`src/hw/rtl/cla_pkg.sv`:
```
// Shared types and fixed constants for the cubic Lagrange resampler.
// Used by cla_mul, cla_interp and cubic_lagrange_resampler; depends on nothing.
`default_nettype none

package cla_pkg;

    localparam int SAMPLE_W    = 16;
    localparam int SPEED_W     = 19;
    localparam int FRAC_W      = 16;
    localparam int COUNT_W     = 5;
    localparam int MAX_RESULTS = 17;

    // Shared multiplier geometry: wide operand, narrow operand, full product.
    localparam int MUL_A_W = 36;
    localparam int MUL_B_W = 18;
    localparam int MUL_P_W = MUL_A_W + MUL_B_W;

    // Weights are exact products scaled by 2^48, dropped by 2^24.
    localparam int WEIGHT_SHIFT = 24;
    localparam int ACC_W        = 48;

    // floor(m / 6) = (m * DIV6_RECIP) >> DIV6_SHIFT for m < 2^DIV6_IN_W.
    localparam int                  DIV6_IN_W  = 18;
    localparam logic [MUL_B_W-1:0]  DIV6_RECIP = 18'd174763;
    localparam int                  DIV6_SHIFT = 20;

    typedef logic signed [SAMPLE_W-1:0] t_sample;
    typedef logic [3:0][SAMPLE_W-1:0]   t_window;

    typedef struct packed {
        logic              start;
        logic [FRAC_W-1:0] frac;
    } t_interp_req;

    typedef struct packed {
        logic    done;
        t_sample value;
    } t_interp_rsp;

endpackage

`default_nettype wire

```
`src/hw/rtl/cubic_lagrange_resampler.sv`:
```
// Top level of the four-point cubic Lagrange resampler: handshakes, window, phase, sequencer.
// Depends on cla_pkg; instantiates cla_interp (which holds the shared cla_mul).
//
//  channel  | direction | handshake               | payload
//  ---------+-----------+-------------------------+------------------------------------
//  in       | to block  | i_in_valid / o_in_stall | i_source_sample
//  out      | from block| o_out_valid / i_out_stall| o_output_sample, o_last_of_run
//  cfg      | to block  | i_cfg_valid / o_cfg_ready| i_cfg_data (speed step, Q.16 frac)
//
// One input word at a time. A bypass word and the initial zero output skip cla_interp. Each
// interpolated output passes through the loop check, 14 steps in cla_interp (12 passes through
// the one shared 36x18 multiplier) and emit. At the slowest step 16 outputs follow one input.
// Reset (synchronous, active low) clears the window, phase, primed flag and sets the step
// to one. A stalled output word holds the sequencer in its emit state; nothing is dropped.
`default_nettype none

module cubic_lagrange_resampler #(
    parameter int PHASE_FRAC_BITS = 16
) (
    input  wire logic                                   i_clk,
    input  wire logic                                   i_rst_n,
    input  wire logic                                   i_in_valid,
    output logic                                        o_in_stall,
    input  wire logic signed [cla_pkg::SAMPLE_W-1:0]    i_source_sample,
    output logic                                        o_out_valid,
    input  wire logic                                   i_out_stall,
    output logic signed [cla_pkg::SAMPLE_W-1:0]         o_output_sample,
    output logic                                        o_last_of_run,
    input  wire logic                                   i_cfg_valid,
    output logic                                        o_cfg_ready,
    input  wire logic [cla_pkg::SPEED_W-1:0]            i_cfg_data
);

    // Phase holds up to one sample plus the largest step (4.0): three integer bits.
    localparam int PW = PHASE_FRAC_BITS + 3;
    localparam int CW = (PW > cla_pkg::SPEED_W) ? PW : cla_pkg::SPEED_W;
    localparam int XW = PW + 7;
    localparam int NW = cla_pkg::COUNT_W;

    localparam logic [PW-1:0] PHASE_ONE = PW'(1) << PHASE_FRAC_BITS;
    localparam logic [CW-1:0] ONE_WIDE  = CW'(1) << PHASE_FRAC_BITS;
    localparam logic [CW-1:0] STEP_MIN  = CW'(1) << (PHASE_FRAC_BITS - 4);
    localparam logic [CW-1:0] STEP_MAX  = CW'(1) << (PHASE_FRAC_BITS + 2);
    localparam logic [XW-1:0] BYP_LO    = XW'(99) << PHASE_FRAC_BITS;
    localparam logic [XW-1:0] BYP_HI    = XW'(101) << PHASE_FRAC_BITS;
    localparam logic [cla_pkg::SPEED_W-1:0] SPEED_RESET = ONE_WIDE[cla_pkg::SPEED_W-1:0];
    localparam logic [NW-1:0] CNT_MAX   = NW'(cla_pkg::MAX_RESULTS);
    localparam logic [NW-1:0] CNT_LAST  = NW'(cla_pkg::MAX_RESULTS - 1);

    typedef enum logic [4:0] {
        ST_IDLE   = 5'b00001,
        ST_CHECK  = 5'b00010,
        ST_CALC   = 5'b00100,
        ST_EMIT   = 5'b01000,
        ST_FINISH = 5'b10000
    } t_state;

    t_state                          r_state, n_state;
    logic [cla_pkg::SPEED_W-1:0]     r_speed_step, n_speed_step;
    logic [PW-1:0]                   r_phase, n_phase;
    logic                            r_primed, n_primed;
    cla_pkg::t_window                r_window, n_window;
    cla_pkg::t_sample                r_sample, n_sample;
    logic [NW-1:0]                   r_count, n_count;
    logic                            r_bypass, n_bypass;
    cla_pkg::t_sample                r_res_value, n_res_value;
    logic                            r_res_last, n_res_last;
    logic                            r_out_valid, n_out_valid;
    cla_pkg::t_sample                r_out_sample, n_out_sample;
    logic                            r_out_last, n_out_last;

    logic [CW-1:0]                   step_wide;
    logic [PW-1:0]                   step_c;
    logic [XW-1:0]                   step_x100;
    logic                            bypass;
    logic [PW-1:0]                   phase_next;
    logic [PHASE_FRAC_BITS+15:0]     frac_wide;
    logic                            out_free;
    cla_pkg::t_interp_req            interp_req;
    cla_pkg::t_interp_rsp            interp_rsp;

    // Clamp the step to [1/16, 4.0] before any use.
    assign step_wide = CW'(r_speed_step);
    always_comb begin
        if (step_wide < STEP_MIN) begin
            step_c = PW'(STEP_MIN);
        end else if (step_wide > STEP_MAX) begin
            step_c = PW'(STEP_MAX);
        end else begin
            step_c = PW'(step_wide);
        end
    end

    // Bypass band: step strictly inside (0.99, 1.01).
    assign step_x100  = XW'(step_c) * XW'(100);
    assign bypass     = (step_x100 > BYP_LO) && (step_x100 < BYP_HI);
    assign phase_next = r_phase + step_c;

    // Bring the phase fraction to 16 bits: truncate or zero-fill.
    assign frac_wide  = {r_phase[PHASE_FRAC_BITS-1:0], 16'b0} >> PHASE_FRAC_BITS;

    // Output register can take a word when empty or when its word leaves this cycle.
    assign out_free   = !r_out_valid || !i_out_stall;

    cla_interp u_interp (
        .i_clk    (i_clk),
        .i_rst_n  (i_rst_n),
        .i_req    (interp_req),
        .i_window (r_window),
        .o_rsp    (interp_rsp)
    );

    always_comb begin
        n_state        = r_state;
        n_speed_step   = r_speed_step;
        n_phase        = r_phase;
        n_primed       = r_primed;
        n_window       = r_window;
        n_sample       = r_sample;
        n_count        = r_count;
        n_bypass       = r_bypass;
        n_res_value    = r_res_value;
        n_res_last     = r_res_last;
        n_out_sample   = r_out_sample;
        n_out_last     = r_out_last;
        n_out_valid    = r_out_valid && i_out_stall;
        interp_req.start = 1'b0;
        interp_req.frac  = frac_wide[cla_pkg::FRAC_W-1:0];

        if (i_cfg_valid) begin
            n_speed_step = i_cfg_data;
        end

        case (r_state)
            ST_IDLE: begin
                if (i_in_valid) begin
                    n_sample = i_source_sample;
                    n_count  = '0;
                    n_bypass = bypass;
                    if (bypass) begin
                        // pass the sample straight through as its own last word
                        n_res_value = i_source_sample;
                        n_res_last  = 1'b1;
                        n_state     = ST_EMIT;
                    end else begin
                        n_state     = ST_CHECK;
                    end
                end
            end
            ST_CHECK: begin
                if (r_count != CNT_MAX && r_phase < PHASE_ONE) begin
                    n_res_last = (phase_next >= PHASE_ONE) || (r_count == CNT_LAST);
                    if (r_primed) begin
                        interp_req.start = 1'b1;
                        n_state          = ST_CALC;
                    end else begin
                        // first output after reset is zero
                        n_res_value = '0;
                        n_state     = ST_EMIT;
                    end
                end else begin
                    n_state = ST_FINISH;
                end
            end
            ST_CALC: begin
                if (interp_rsp.done) begin
                    n_res_value = interp_rsp.value;
                    n_state     = ST_EMIT;
                end
            end
            ST_EMIT: begin
                if (out_free) begin
                    n_out_valid  = 1'b1;
                    n_out_sample = r_res_value;
                    n_out_last   = r_res_last;
                    n_primed     = 1'b1;
                    if (r_bypass) begin
                        // shift the sample in, leave the phase alone
                        n_window = {r_sample, r_window[3:1]};
                        n_state  = ST_IDLE;
                    end else begin
                        n_phase  = phase_next;
                        n_count  = r_count + NW'(1);
                        n_state  = ST_CHECK;
                    end
                end
            end
            ST_FINISH: begin
                // shift the sample in and drop the phase by one sample
                n_window = {r_sample, r_window[3:1]};
                n_primed = 1'b1;
                n_phase  = (r_phase >= PHASE_ONE) ? (r_phase - PHASE_ONE) : '0;
                n_state  = ST_IDLE;
            end
            default: begin
                n_state = ST_IDLE;
            end
        endcase
    end

    always_ff @(posedge i_clk) begin
        if (!i_rst_n) begin
            r_state      <= ST_IDLE;
            r_speed_step <= SPEED_RESET;
            r_phase      <= '0;
            r_primed     <= 1'b0;
            r_window     <= '0;
            r_count      <= '0;
            r_bypass     <= 1'b0;
            r_out_valid  <= 1'b0;
        end else begin
            r_state      <= n_state;
            r_speed_step <= n_speed_step;
            r_phase      <= n_phase;
            r_primed     <= n_primed;
            r_window     <= n_window;
            r_count      <= n_count;
            r_bypass     <= n_bypass;
            r_out_valid  <= n_out_valid;
        end
        r_sample     <= n_sample;
        r_res_value  <= n_res_value;
        r_res_last   <= n_res_last;
        r_out_sample <= n_out_sample;
        r_out_last   <= n_out_last;
    end

    assign o_in_stall      = (r_state != ST_IDLE);
    assign o_cfg_ready     = 1'b1;
    assign o_out_valid     = r_out_valid;
    assign o_output_sample = r_out_sample;
    assign o_last_of_run   = r_out_last;

    // The run length never passes the guard.
    a_count_bound: assert property (@(posedge i_clk) disable iff (!i_rst_n)
        r_count <= CNT_MAX)
        else $error("run counter beyond guard");

    // The interpolator is only ever busy on a phase inside the current interval.
    a_calc_phase: assert property (@(posedge i_clk) disable iff (!i_rst_n)
        (r_state == ST_CALC) |-> (r_phase < PHASE_ONE))
        else $error("interpolation outside current interval");

    // A finished interpolation is only reported while the sequencer waits for it.
    a_done_in_calc: assert property (@(posedge i_clk) disable iff (!i_rst_n)
        interp_rsp.done |-> (r_state == ST_CALC))
        else $error("interpolator result with no request pending");

    // A bypass word is always the last of its run.
    a_bypass_last: assert property (@(posedge i_clk) disable iff (!i_rst_n)
        (r_state == ST_EMIT && r_bypass) |-> r_res_last)
        else $error("bypass word not marked last");

endmodule

`default_nettype wire

```
`src/hw/rtl/cla_mul.sv`:
```
// Shared unsigned multiplier with a registered product.
// Depends on cla_pkg for operand and product widths.
`default_nettype none

module cla_mul (
    input  wire logic                          i_clk,
    input  wire logic [cla_pkg::MUL_A_W-1:0]   i_a,
    input  wire logic [cla_pkg::MUL_B_W-1:0]   i_b,
    output logic      [cla_pkg::MUL_P_W-1:0]   o_prod
);

    logic [cla_pkg::MUL_P_W-1:0] r_prod;

    always_ff @(posedge i_clk) begin
        r_prod <= cla_pkg::MUL_P_W'(i_a) * cla_pkg::MUL_P_W'(i_b);
    end

    assign o_prod = r_prod;

endmodule

`default_nettype wire

```
`src/hw/rtl/cla_interp.sv`:
```
// Microcoded cubic Lagrange evaluator: weights, weighted sum, divide by six, saturate.
// Depends on cla_pkg and instantiates cla_mul as its only arithmetic unit.
`default_nettype none

module cla_interp (
    input  wire logic                  i_clk,
    input  wire logic                  i_rst_n,
    input  wire cla_pkg::t_interp_req  i_req,
    input  wire cla_pkg::t_window      i_window,
    output cla_pkg::t_interp_rsp       o_rsp
);

    typedef enum logic [14:0] {
        M_IDLE = 15'b000000000000001,
        M_BC   = 15'b000000000000010,
        M_BCD  = 15'b000000000000100,
        M_W0   = 15'b000000000001000,
        M_AC   = 15'b000000000010000,
        M_ACD  = 15'b000000000100000,
        M_W1   = 15'b000000001000000,
        M_AB   = 15'b000000010000000,
        M_ABD  = 15'b000000100000000,
        M_W2   = 15'b000001000000000,
        M_ABC  = 15'b000010000000000,
        M_W3   = 15'b000100000000000,
        M_ACC  = 15'b001000000000000,
        M_DIV  = 15'b010000000000000,
        M_OUT  = 15'b100000000000000
    } t_mstep;

    localparam int AW = cla_pkg::MUL_A_W;
    localparam int BW = cla_pkg::MUL_B_W;
    localparam int PW = cla_pkg::MUL_P_W;
    localparam int XW = cla_pkg::ACC_W;
    localparam int SW = cla_pkg::SAMPLE_W;
    localparam int WEIGHT_SHIFT_C = cla_pkg::WEIGHT_SHIFT;

    function automatic logic [SW-1:0] sample_mag(input logic [SW-1:0] s);
        sample_mag = s[SW-1] ? SW'(-s) : s;
    endfunction

    t_mstep                      r_mstep, n_mstep;
    logic [cla_pkg::FRAC_W-1:0]  r_frac, n_frac;
    logic [AW-1:0]               r_t, n_t;
    logic                        r_sign, n_sign;
    logic signed [XW-1:0]        r_acc, n_acc;
    logic                        r_neg, n_neg;
    logic                        r_sat, n_sat;

    logic [AW-1:0]  mul_a;
    logic [BW-1:0]  mul_b;
    logic [PW-1:0]  prod;

    logic [16:0]    a_op;
    logic [16:0]    cm;
    logic [17:0]    dm;
    logic [AW-1:0]  weight;
    logic [AW-1:0]  prod_x3;
    logic [XW-1:0]  term;
    logic [XW-1:0]  acc_mag;
    logic [XW-WEIGHT_SHIFT_C-1:0] m_val;
    logic [15:0]    quo;
    logic [SW-1:0]  result;

    cla_mul u_mul (
        .i_clk  (i_clk),
        .i_a    (mul_a),
        .i_b    (mul_b),
        .o_prod (prod)
    );

    // Node distances: a = x, c = |x-2|, d = |x-3|, with x = 1 + frac.
    assign a_op    = 17'(r_frac) + 17'h10000;
    assign cm      = 17'h10000 - 17'(r_frac);
    assign dm      = 18'h20000 - 18'(r_frac);
    assign weight  = AW'(prod[PW-1:WEIGHT_SHIFT_C]);
    assign prod_x3 = prod[AW-1:0] + {prod[AW-2:0], 1'b0};
    assign term    = r_sign ? XW'(-prod[XW-1:0]) : prod[XW-1:0];
    assign acc_mag = r_acc[XW-1] ? XW'(-r_acc) : XW'(r_acc);
    assign m_val   = acc_mag[XW-1:WEIGHT_SHIFT_C];
    assign quo     = prod[cla_pkg::DIV6_SHIFT+15:cla_pkg::DIV6_SHIFT];

    always_comb begin
        if (r_neg) begin
            result = (r_sat || quo > 16'h8000) ? 16'h8000 : 16'(-quo);
        end else begin
            result = (r_sat || quo > 16'h7FFF) ? 16'h7FFF : quo;
        end
    end

    always_comb begin
        n_mstep = r_mstep;
        n_frac  = r_frac;
        n_t     = r_t;
        n_sign  = r_sign;
        n_acc   = r_acc;
        n_neg   = r_neg;
        n_sat   = r_sat;
        mul_a   = '0;
        mul_b   = '0;
        case (r_mstep)
            M_IDLE: begin
                if (i_req.start) begin
                    n_frac  = i_req.frac;
                    n_acc   = '0;
                    n_mstep = M_BC;
                end
            end
            M_BC: begin
                mul_a   = AW'(r_frac);
                mul_b   = BW'(cm);
                n_mstep = M_BCD;
            end
            M_BCD: begin
                mul_a   = prod[AW-1:0];
                mul_b   = dm;
                n_mstep = M_W0;
            end
            M_W0: begin
                // w0 is never positive
                mul_a   = weight;
                mul_b   = BW'(sample_mag(i_window[0]));
                n_sign  = ~i_window[0][SW-1];
                n_mstep = M_AC;
            end
            M_AC: begin
                n_acc   = r_acc + $signed(term);
                mul_a   = AW'(a_op);
                mul_b   = BW'(cm);
                n_mstep = M_ACD;
            end
            M_ACD: begin
                mul_a   = prod_x3;
                mul_b   = dm;
                n_mstep = M_W1;
            end
            M_W1: begin
                mul_a   = weight;
                mul_b   = BW'(sample_mag(i_window[1]));
                n_sign  = i_window[1][SW-1];
                n_mstep = M_AB;
            end
            M_AB: begin
                n_acc   = r_acc + $signed(term);
                mul_a   = AW'(a_op);
                mul_b   = BW'(r_frac);
                n_mstep = M_ABD;
            end
            M_ABD: begin
                // keep a*b for the last weight
                n_t     = prod[AW-1:0];
                mul_a   = prod_x3;
                mul_b   = dm;
                n_mstep = M_W2;
            end
            M_W2: begin
                mul_a   = weight;
                mul_b   = BW'(sample_mag(i_window[2]));
                n_sign  = i_window[2][SW-1];
                n_mstep = M_ABC;
            end
            M_ABC: begin
                n_acc   = r_acc + $signed(term);
                mul_a   = r_t;
                mul_b   = BW'(cm);
                n_mstep = M_W3;
            end
            M_W3: begin
                // w3 is never positive
                mul_a   = weight;
                mul_b   = BW'(sample_mag(i_window[3]));
                n_sign  = ~i_window[3][SW-1];
                n_mstep = M_ACC;
            end
            M_ACC: begin
                n_acc   = r_acc + $signed(term);
                n_mstep = M_DIV;
            end
            M_DIV: begin
                mul_a   = AW'(m_val[cla_pkg::DIV6_IN_W-1:0]);
                mul_b   = cla_pkg::DIV6_RECIP;
                n_neg   = r_acc[XW-1];
                n_sat   = (m_val >> cla_pkg::DIV6_IN_W) != '0;
                n_mstep = M_OUT;
            end
            M_OUT: begin
                n_mstep = M_IDLE;
            end
            default: begin
                n_mstep = M_IDLE;
            end
        endcase
    end

    always_ff @(posedge i_clk) begin
        if (!i_rst_n) begin
            r_mstep <= M_IDLE;
        end else begin
            r_mstep <= n_mstep;
        end
        r_frac <= n_frac;
        r_t    <= n_t;
        r_sign <= n_sign;
        r_acc  <= n_acc;
        r_neg  <= n_neg;
        r_sat  <= n_sat;
    end

    assign o_rsp.done  = (r_mstep == M_OUT);
    assign o_rsp.value = result;

endmodule

`default_nettype wire

```
`config.mk`:
```
export PLATFORM = sky130hd
export DESIGN_NAME = cubic_lagrange_resampler
export DESIGN_NICKNAME = d
export VERILOG_FILES = /design/src/hw/rtl/cla_pkg.sv /design/src/hw/rtl/cubic_lagrange_resampler.sv /design/src/hw/rtl/cla_mul.sv /design/src/hw/rtl/cla_interp.sv
export SDC_FILE = /design/constraint.sdc
export NUM_CORES = 2
export LEC_CHECK = 0
export BUFFER_PORTS_ARGS = -buffer_cell sky130_fd_sc_hd__buf_2
export CORE_MARGIN = 2
export CORE_UTILIZATION = 30
export CTS_BUF_LIST = sky130_fd_sc_hd__clkbuf_8
export DETAILED_ROUTE_END_ITERATION = 8
export GPL_ROUTABILITY_DRIVEN = 0
export PLACE_DENSITY = 0.49
export RECOVER_POWER = 100
export SKIP_LAST_GASP = 1
export SYNTH_ARGS = -nofsm -noshare
export SYNTH_HDL_FRONTEND = slang
export SYNTH_SLANG_ARGS = --single-unit
```
`constraint.sdc`:
```
create_clock -name i_clk -period 13 [get_ports i_clk]
set_input_delay 0.65 -clock i_clk [delete_from_list [all_inputs] [get_ports i_clk]]
set_output_delay 0.65 -clock i_clk [all_outputs]
set_load 0.05 [all_outputs]
```
* Yosys cells after proc, flatten, opt, wreduce, memory -nomap -nowiden
Index checks and enable logic that the tools add are counted.
Operators by class: add/subtract/negate cells 15, multipliers 2, $lt $le $gt $ge 9, equality and inequality tests 32, multiplexer cells 54, bitwise gates (word level) 2, reduce and logical (&&, ||, !) cells 33
Operators with widths (number):
- 36-bit case mux with 7 select lines | 1
- 15-bit case mux with 14 select lines | 1
- 16-bit 2-to-1 mux | 12
- 48-bit 2-to-1 mux | 3
- 18-bit case mux with 8 select lines | 1
- 64-bit 2-to-1 mux | 2
- 64-bit case mux with 2 select lines | 1
- 48-bit negation | 2
- 48-bit case mux with 2 select lines | 1
- 19-bit 2-to-1 mux | 5
- 16-bit negation | 5
- 36-bit by 18-bit multiplier with 54-bit output | 1
- 48-bit adder | 1
- 16-bit case mux with 3 select lines | 1
- 19-bit by 17-bit greater-or-equal comparator with 1-bit output (second input constant) | 2
- 19-bit case mux with 2 select lines | 1
- 36-bit adder | 1
- 5-bit 2-to-1 mux | 7
- 26-bit by 23-bit greater-than comparator with 1-bit output (second input constant) | 1
- 26-bit by 23-bit less-than comparator with 1-bit output (second input constant) | 1
- 19-bit by 5-bit multiplier with 24-bit output (second input constant) | 1
- 24-bit nonzero test | 1
- 5-bit case mux with 4 select lines | 1
- 19-bit adder | 1
- other kinds (54) | 93
Word-level totals: bits in registers 337, bits of input ports 40, output and inout bits 20, word-level logic and storage cells 171

* Logic depth before layout (Yosys ltp)
depth after elaboration 9, gate-level depth with buffers 38, mapped depth without buffers 36

* Modules after synthesis
Synthesis repeated with hierarchy kept, for this count alone.
Unflattened totals: cells, all modules 5105, area, all modules 44066.0 um^2
By module, submodules not included:
- cla_mul | times used 1, cells an instance 2449, area each 21525.6 um^2, seq. area each 1081.0 um^2
- cla_interp | times used 1, cells an instance 1623, area each 13301.5 um^2, seq. area each 3393.3 um^2
- cubic_lagrange_resampler | times used 1, cells an instance 1033, area each 9238.9 um^2, seq. area each 3803.6 um^2

* Worst setup path after synthesis
OpenSTA, ideal clock, no wires.
kind register to register, start register u_interp.r_frac[0] (netlist bit), end register u_interp.u_mul.r_prod, in the netlist u_interp.u_mul.o_prod[52], setup time 0.127 ns, data arrival time 8.937 ns, required time 12.873 ns, setup slack 3.936 ns, stages on the path, launching flop included 33, path buffers 1, clock period less this slack 9.064 ns, cells stage by stage edfxtp_1 > inv_1 > ha_1 > or3b_1 > or3_1 > or3_1 > or3_1 > or3_1 > nor2_1 > mux2i_1 > clkbuf_1 > nor2_1 > fa_1 > inv_1 > fa_1 > inv_1 > fa_1 > fa_1 > inv_1 > fa_1 > inv_1 > fa_1 > ha_1 > a21oi_1 > nor2b_1 > nor2_1 > o211ai_1 > o21ai_0 > a31o_2 > o21ai_0 > a221oi_1 > o21ai_0 > xor2_1
On the way: longest elaborated chain between the ends 3, elaborated cells on any way between the ends 6, those cells by class add/sub (3); mul (1); mux (2)
RTL lines:
- from (decl) | line cla_interp.sv:43 | logic [cla_pkg::FRAC_W-1:0] r_frac, n_frac;
- from (signal assigned) | line cla_interp.sv:201 | r_frac <= n_frac;
- 18-bit by 16-bit subtractor with 18-bit output, or another cell as far along | line cla_interp.sv:75 | assign dm = 18'h20000 - 18'(r_frac);
- 18-bit case mux with 8 select lines or 36-bit case mux with 7 select lines (tied branches) | line cla_interp.sv:101 | case (r_mstep)
- 36-bit by 18-bit multiplier with 54-bit output * | line cla_mul.sv:15 | r_prod <= cla_pkg::MUL_P_W'(i_a) * cla_pkg::MUL_P_W'(i_b);
- to (signal assigned) | line cla_mul.sv:15
- to (decl) | line cla_mul.sv:12 | logic [cla_pkg::MUL_P_W-1:0] r_prod;
Every way passes the cells marked *; elsewhere a longest branch is shown, timed or not. A chain may end at the register's enable or synchronous reset.

* Worst setup path in the final report
start register u_interp.r_mstep[1], end register u_interp.u_mul.r_prod, in the netlist u_interp.u_mul.o_prod[52]
On the way: longest elaborated chain between the ends 4, elaborated cells on any way between the ends 20, those cells by class mul (1); eq/ne (12); mux (2); reduce/logical (5)
RTL lines:
- from (decl) | line cla_interp.sv:42 | t_mstep r_mstep, n_mstep;
- from (signal assigned) | line cla_interp.sv:199 | r_mstep <= n_mstep;
- 15-bit by 4-bit equality test with 1-bit output, or another cell as far along | line cla_interp.sv:101
- 4-bit OR reduction (no source line), or another cell as far along
- 36-bit case mux with 7 select lines or 18-bit case mux with 8 select lines (tied branches) | line cla_interp.sv:101
- 36-bit by 18-bit multiplier with 54-bit output * | line cla_mul.sv:15
Marked as above.

==> results list <==
- Startpoint types: flop
* Standby leakage power: 22.1 nW
- No sink is reached through more buffers than the 3 on the longest clock path.
- Max Cap Viol: 9
- The worst setup path is captured at a flop.
- Dividing the final minimum period by the clock period gives 0.900.
- Clock tree sinks: 337
- Fin. Hold Viols: 0
- Signed area change from the synthesized netlist to the final layout: 8.68%
* Power density over the cells: 53.5 nW/um2
- Across the routed clock network, the largest skew measured is 0.0406 ns.
- Critical Path Fanout Max: 36
- Measured slew at the worst slew-check pin: 3.17 ns
- In this run the cell area of the synthesized design comes to 43,800 um2.
* Routed wirelength normalized by instance count: 21.1 um
- Final hold slack: 0.164 ns
- Clock share of power: 0.435
* Fmax: 85.5 MHz
* Number of synthesized flops with an enable pin: 153
- Summed over all instances, the cell type with the most area after synthesis is fa_1.
- Number of non-filler instances in the completed layout: 7,051
- The synthesized design contains 337 register bits.
* Detailed-router iteration count before antenna repair: 9
* Cell count after placement: 6,939
* DIE WIDTH: 386 um
- Part of the power in registers: 0.465
* Antenna violation net count after detailed routing: 0
- The number of global-route vias before repair came to 37,000.
- The first routing iteration left 2,468 violations.
- GRT Total Usage: 0.200
- Dividing the detail-routed via count by the number of cells gives 5.09.
- Of the total power, the share spent switching nets is 0.275.
- Setup total negative slack on the finished layout was measured at 0 ns.
* Peak supply drop: 0.0000731 V
- Before CTS, the worst setup slack after placement is 2.39 ns.
* Number of hold buffers added after CTS: 0
- The library cell used most frequently in the layout, excluding fill and tap cells, is inv_1.
* Share of Yosys cell area claimed by the top area cell type: 0.256
* First-pass GRT wire length: 228,000 um
* Number of antenna violations at the first check in global routing: 2
* Violations in the final reports: capacitance limit, slew limit
- After floorplanning, the core was divided into 140 placement rows.
* H-tree levels: 2
* Endpoint required time on the critical path: 13.63 ns
* Clock transition at the registers of the reported paths: 0.07 ns
- The placed instances occupy a cell area of 46,500 um2.
* Setup repair after global routing missed its margin: false
- The routed layout has 35,900 vias.
* Setup violation total in the final timing report: 0
- Summed over all nets, the switching power comes to 0.699 mW.
- For this block, the routed nets add up to 149,000 um of wire.
- Entering global routing, the biggest net connects 82 pins.
- Half-perimeter wire length after placement: 114,000 um
- Ys flop type: dfxtp_1
* Fraction of registers with async set/reset: 0
- Library cell appearing most often on the critical path: inv_1
* Inserted Clock Buffers: 59
- Total global routing overflow: 0
* Signal arrival time at the worst endpoint: 12.32 ns
- Of the synthesized area, sequential elements account for 0.189.
- Number of ports placed on the die boundary: 60
* DIE HEIGHT: 386 um
- For this run, design rule violations remaining after detail routing come to 0.
- In this run the worst hold path is classified as in -> reg.
* Number of nets in the layout: 6,020
- Util after Layout: 0.328
* CP max-delay cell: clkbuf_1
- A synthesized cell averages 8.58 um2.
* Cells taking the most area after synthesis: fa_1 26%, edfxtp_1 10%, ha_1 9.6%
- Of the total power, combinational logic draws 0.100.
* Source-to-sink clock delay at the later pin of the worst-skew pair: 0.72 ns
- Number of buffers added for setup after CTS: 0
- Overall power after layout: 2.55 mW
- The number of nets handed over by synthesis was 6,044.
- The critical path in this run is classified as reg -> reg.
* Share of cells above drive strength 1: 0.0456
- The die covers 149,000 um2.
* Final max-slew violation count: 376
- Int Pwr: 1.85 mW
- Number of standard cells after synthesis: 5,107
- With fillers left out, the area of the finished cells amounts to 47,600 um2.
- The Yosys step of the flow raised 0 warnings.
* Most frequent cells in the layout: 780 x inv_1, 745 x nand2_1, 561 x fa_1, 444 x nor2_1, 336 x ha_1
- The region available for standard cell placement spans 145,000 um2.
- Outcome: complete, but fails checks
- After layout, the worst setup slack is 1.30 ns.
* Initial core utilization: 0.301
- After filler insertion, the fill cell instance count of the layout stands at 15,500.
* Number of gates given a new drive strength after cts: 0
* Fin crit period: 11.70 ns
- In this run, distinct cell masters in the synthesized netlist total 88.
- TritonCTS clock tree: yes
* Delay of the slowest cell on the worst path: 2.11 ns
- Relative slew slack: -1.11
- The tree is rooted in a clkbuf_8.
- Port Buffer Count: 58
[worst paths after layout]
kind,start,endpoint,slack (ns),depth (start not counted)
worst min register to register,r_res_value[2]$_DFFE_PP_,o_output_sample[2]$_DFFE_PP_,0.42,0
worst min-delay path,i_cfg_data[16],r_speed_step[16]$_SDFFE_PN1P_,0.16,3
worst max register to register,u_interp.r_mstep[1]$_SDFFE_PN0P_,u_interp.u_mul.o_prod[52]$_DFF_P_,1.30,33
worst max-delay path,u_interp.r_mstep[1]$_SDFFE_PN0P_,u_interp.u_mul.o_prod[52]$_DFF_P_,1.30,33
[layer usage]
layer	track usage	wire length [um]	up-vias
li1	-	-	16700
met1	0.262	64500	18000
met2	0.341	71200	977
met3	0.0272	7990	240
met4	0.0620	4800	0
met5	0	0	-
[cells in the mapped netlist (32+ instances only)]
| cell type | number |
|---|---|
| inv_1 | 763 |
| nand2_1 | 746 |
| fa_1 | 561 |
| nor2_1 | 446 |
| ha_1 | 336 |
| a21oi_1 | 198 |
| clkbuf_1 | 197 |
| dfxtp_1 | 184 |
| o21ai_0 | 177 |
| xnor2_1 | 166 |
| edfxtp_1 | 153 |
| xor2_1 | 106 |
| a21o_1 | 93 |
| a21boi_0 | 74 |
| nor2b_1 | 72 |
| nor3_1 | 55 |
| nand2b_1 | 51 |
| and2_1 | 49 |
| nand3_1 | 48 |
| or3_1 | 42 |
| and3_1 | 32 |
| o21a_1 | 32 |
[final cells by class]
cell class,count,area [um2],share of cell area
well taps,1917,2400,0.0504
inverters,764,2870,0.0602
clock buffers,64,881,0.0185
multi-input cells,3779,32000,0.672
flip-flops and latches,337,8280,0.174
clock inverters,46,398,0.00835
diodes,2,5.00,0.000105
repair buffers,142,805,0.0169
[power groups by stage]
stage / combinational (mW) / clock (mW) / sequential [mW]
floorplan: 0.183 / 0 / 1.21
global placement: 0.258 / 0 / 1.21
detailed placement: 0.259 / 0 / 1.21
CTS: 0.261 / 1.14 / 1.19
global route: 0.287 / 1.18 / 1.19
finish: 0.254 / 1.11 / 1.19
[worst max-delay path: cells and delay by family (launching register included)]
kind / cells / cell delay (ns)
compound gates: 9 / 2.70
xor+xnor: 1 / 0.15
fa+ha+maj: 6 / 2.72
buf+inv: 9 / 3.46
flops: 1 / 0.37
simple gates: 8 / 2.13
[kinds of logic after synthesis]
kind of cell / count (synthesis) / share of synthesized area
adders and majority gates: 897 / 0.352
buffers and inverters: 991 / 0.0856
xor gates and xnor gates: 272 / 0.0544
and+or+nand+nor: 1672 / 0.171
AOI/OAI and AO/OA: 905 / 0.140
muxes: 32 / 0.00739
DFF: 337 / 0.189
other: 1 / 0.0000856
[registers in the layout, summed over array words and instances (netlist names), 19 cells and up]
register / flops
r_phase: 19
u_interp.u_mul.o_prod: 54
r_window: 64
u_interp.r_acc: 48
r_speed_step: 19
u_interp.r_t: 36
Note: power is estimated with default switching activity, not from simulation.
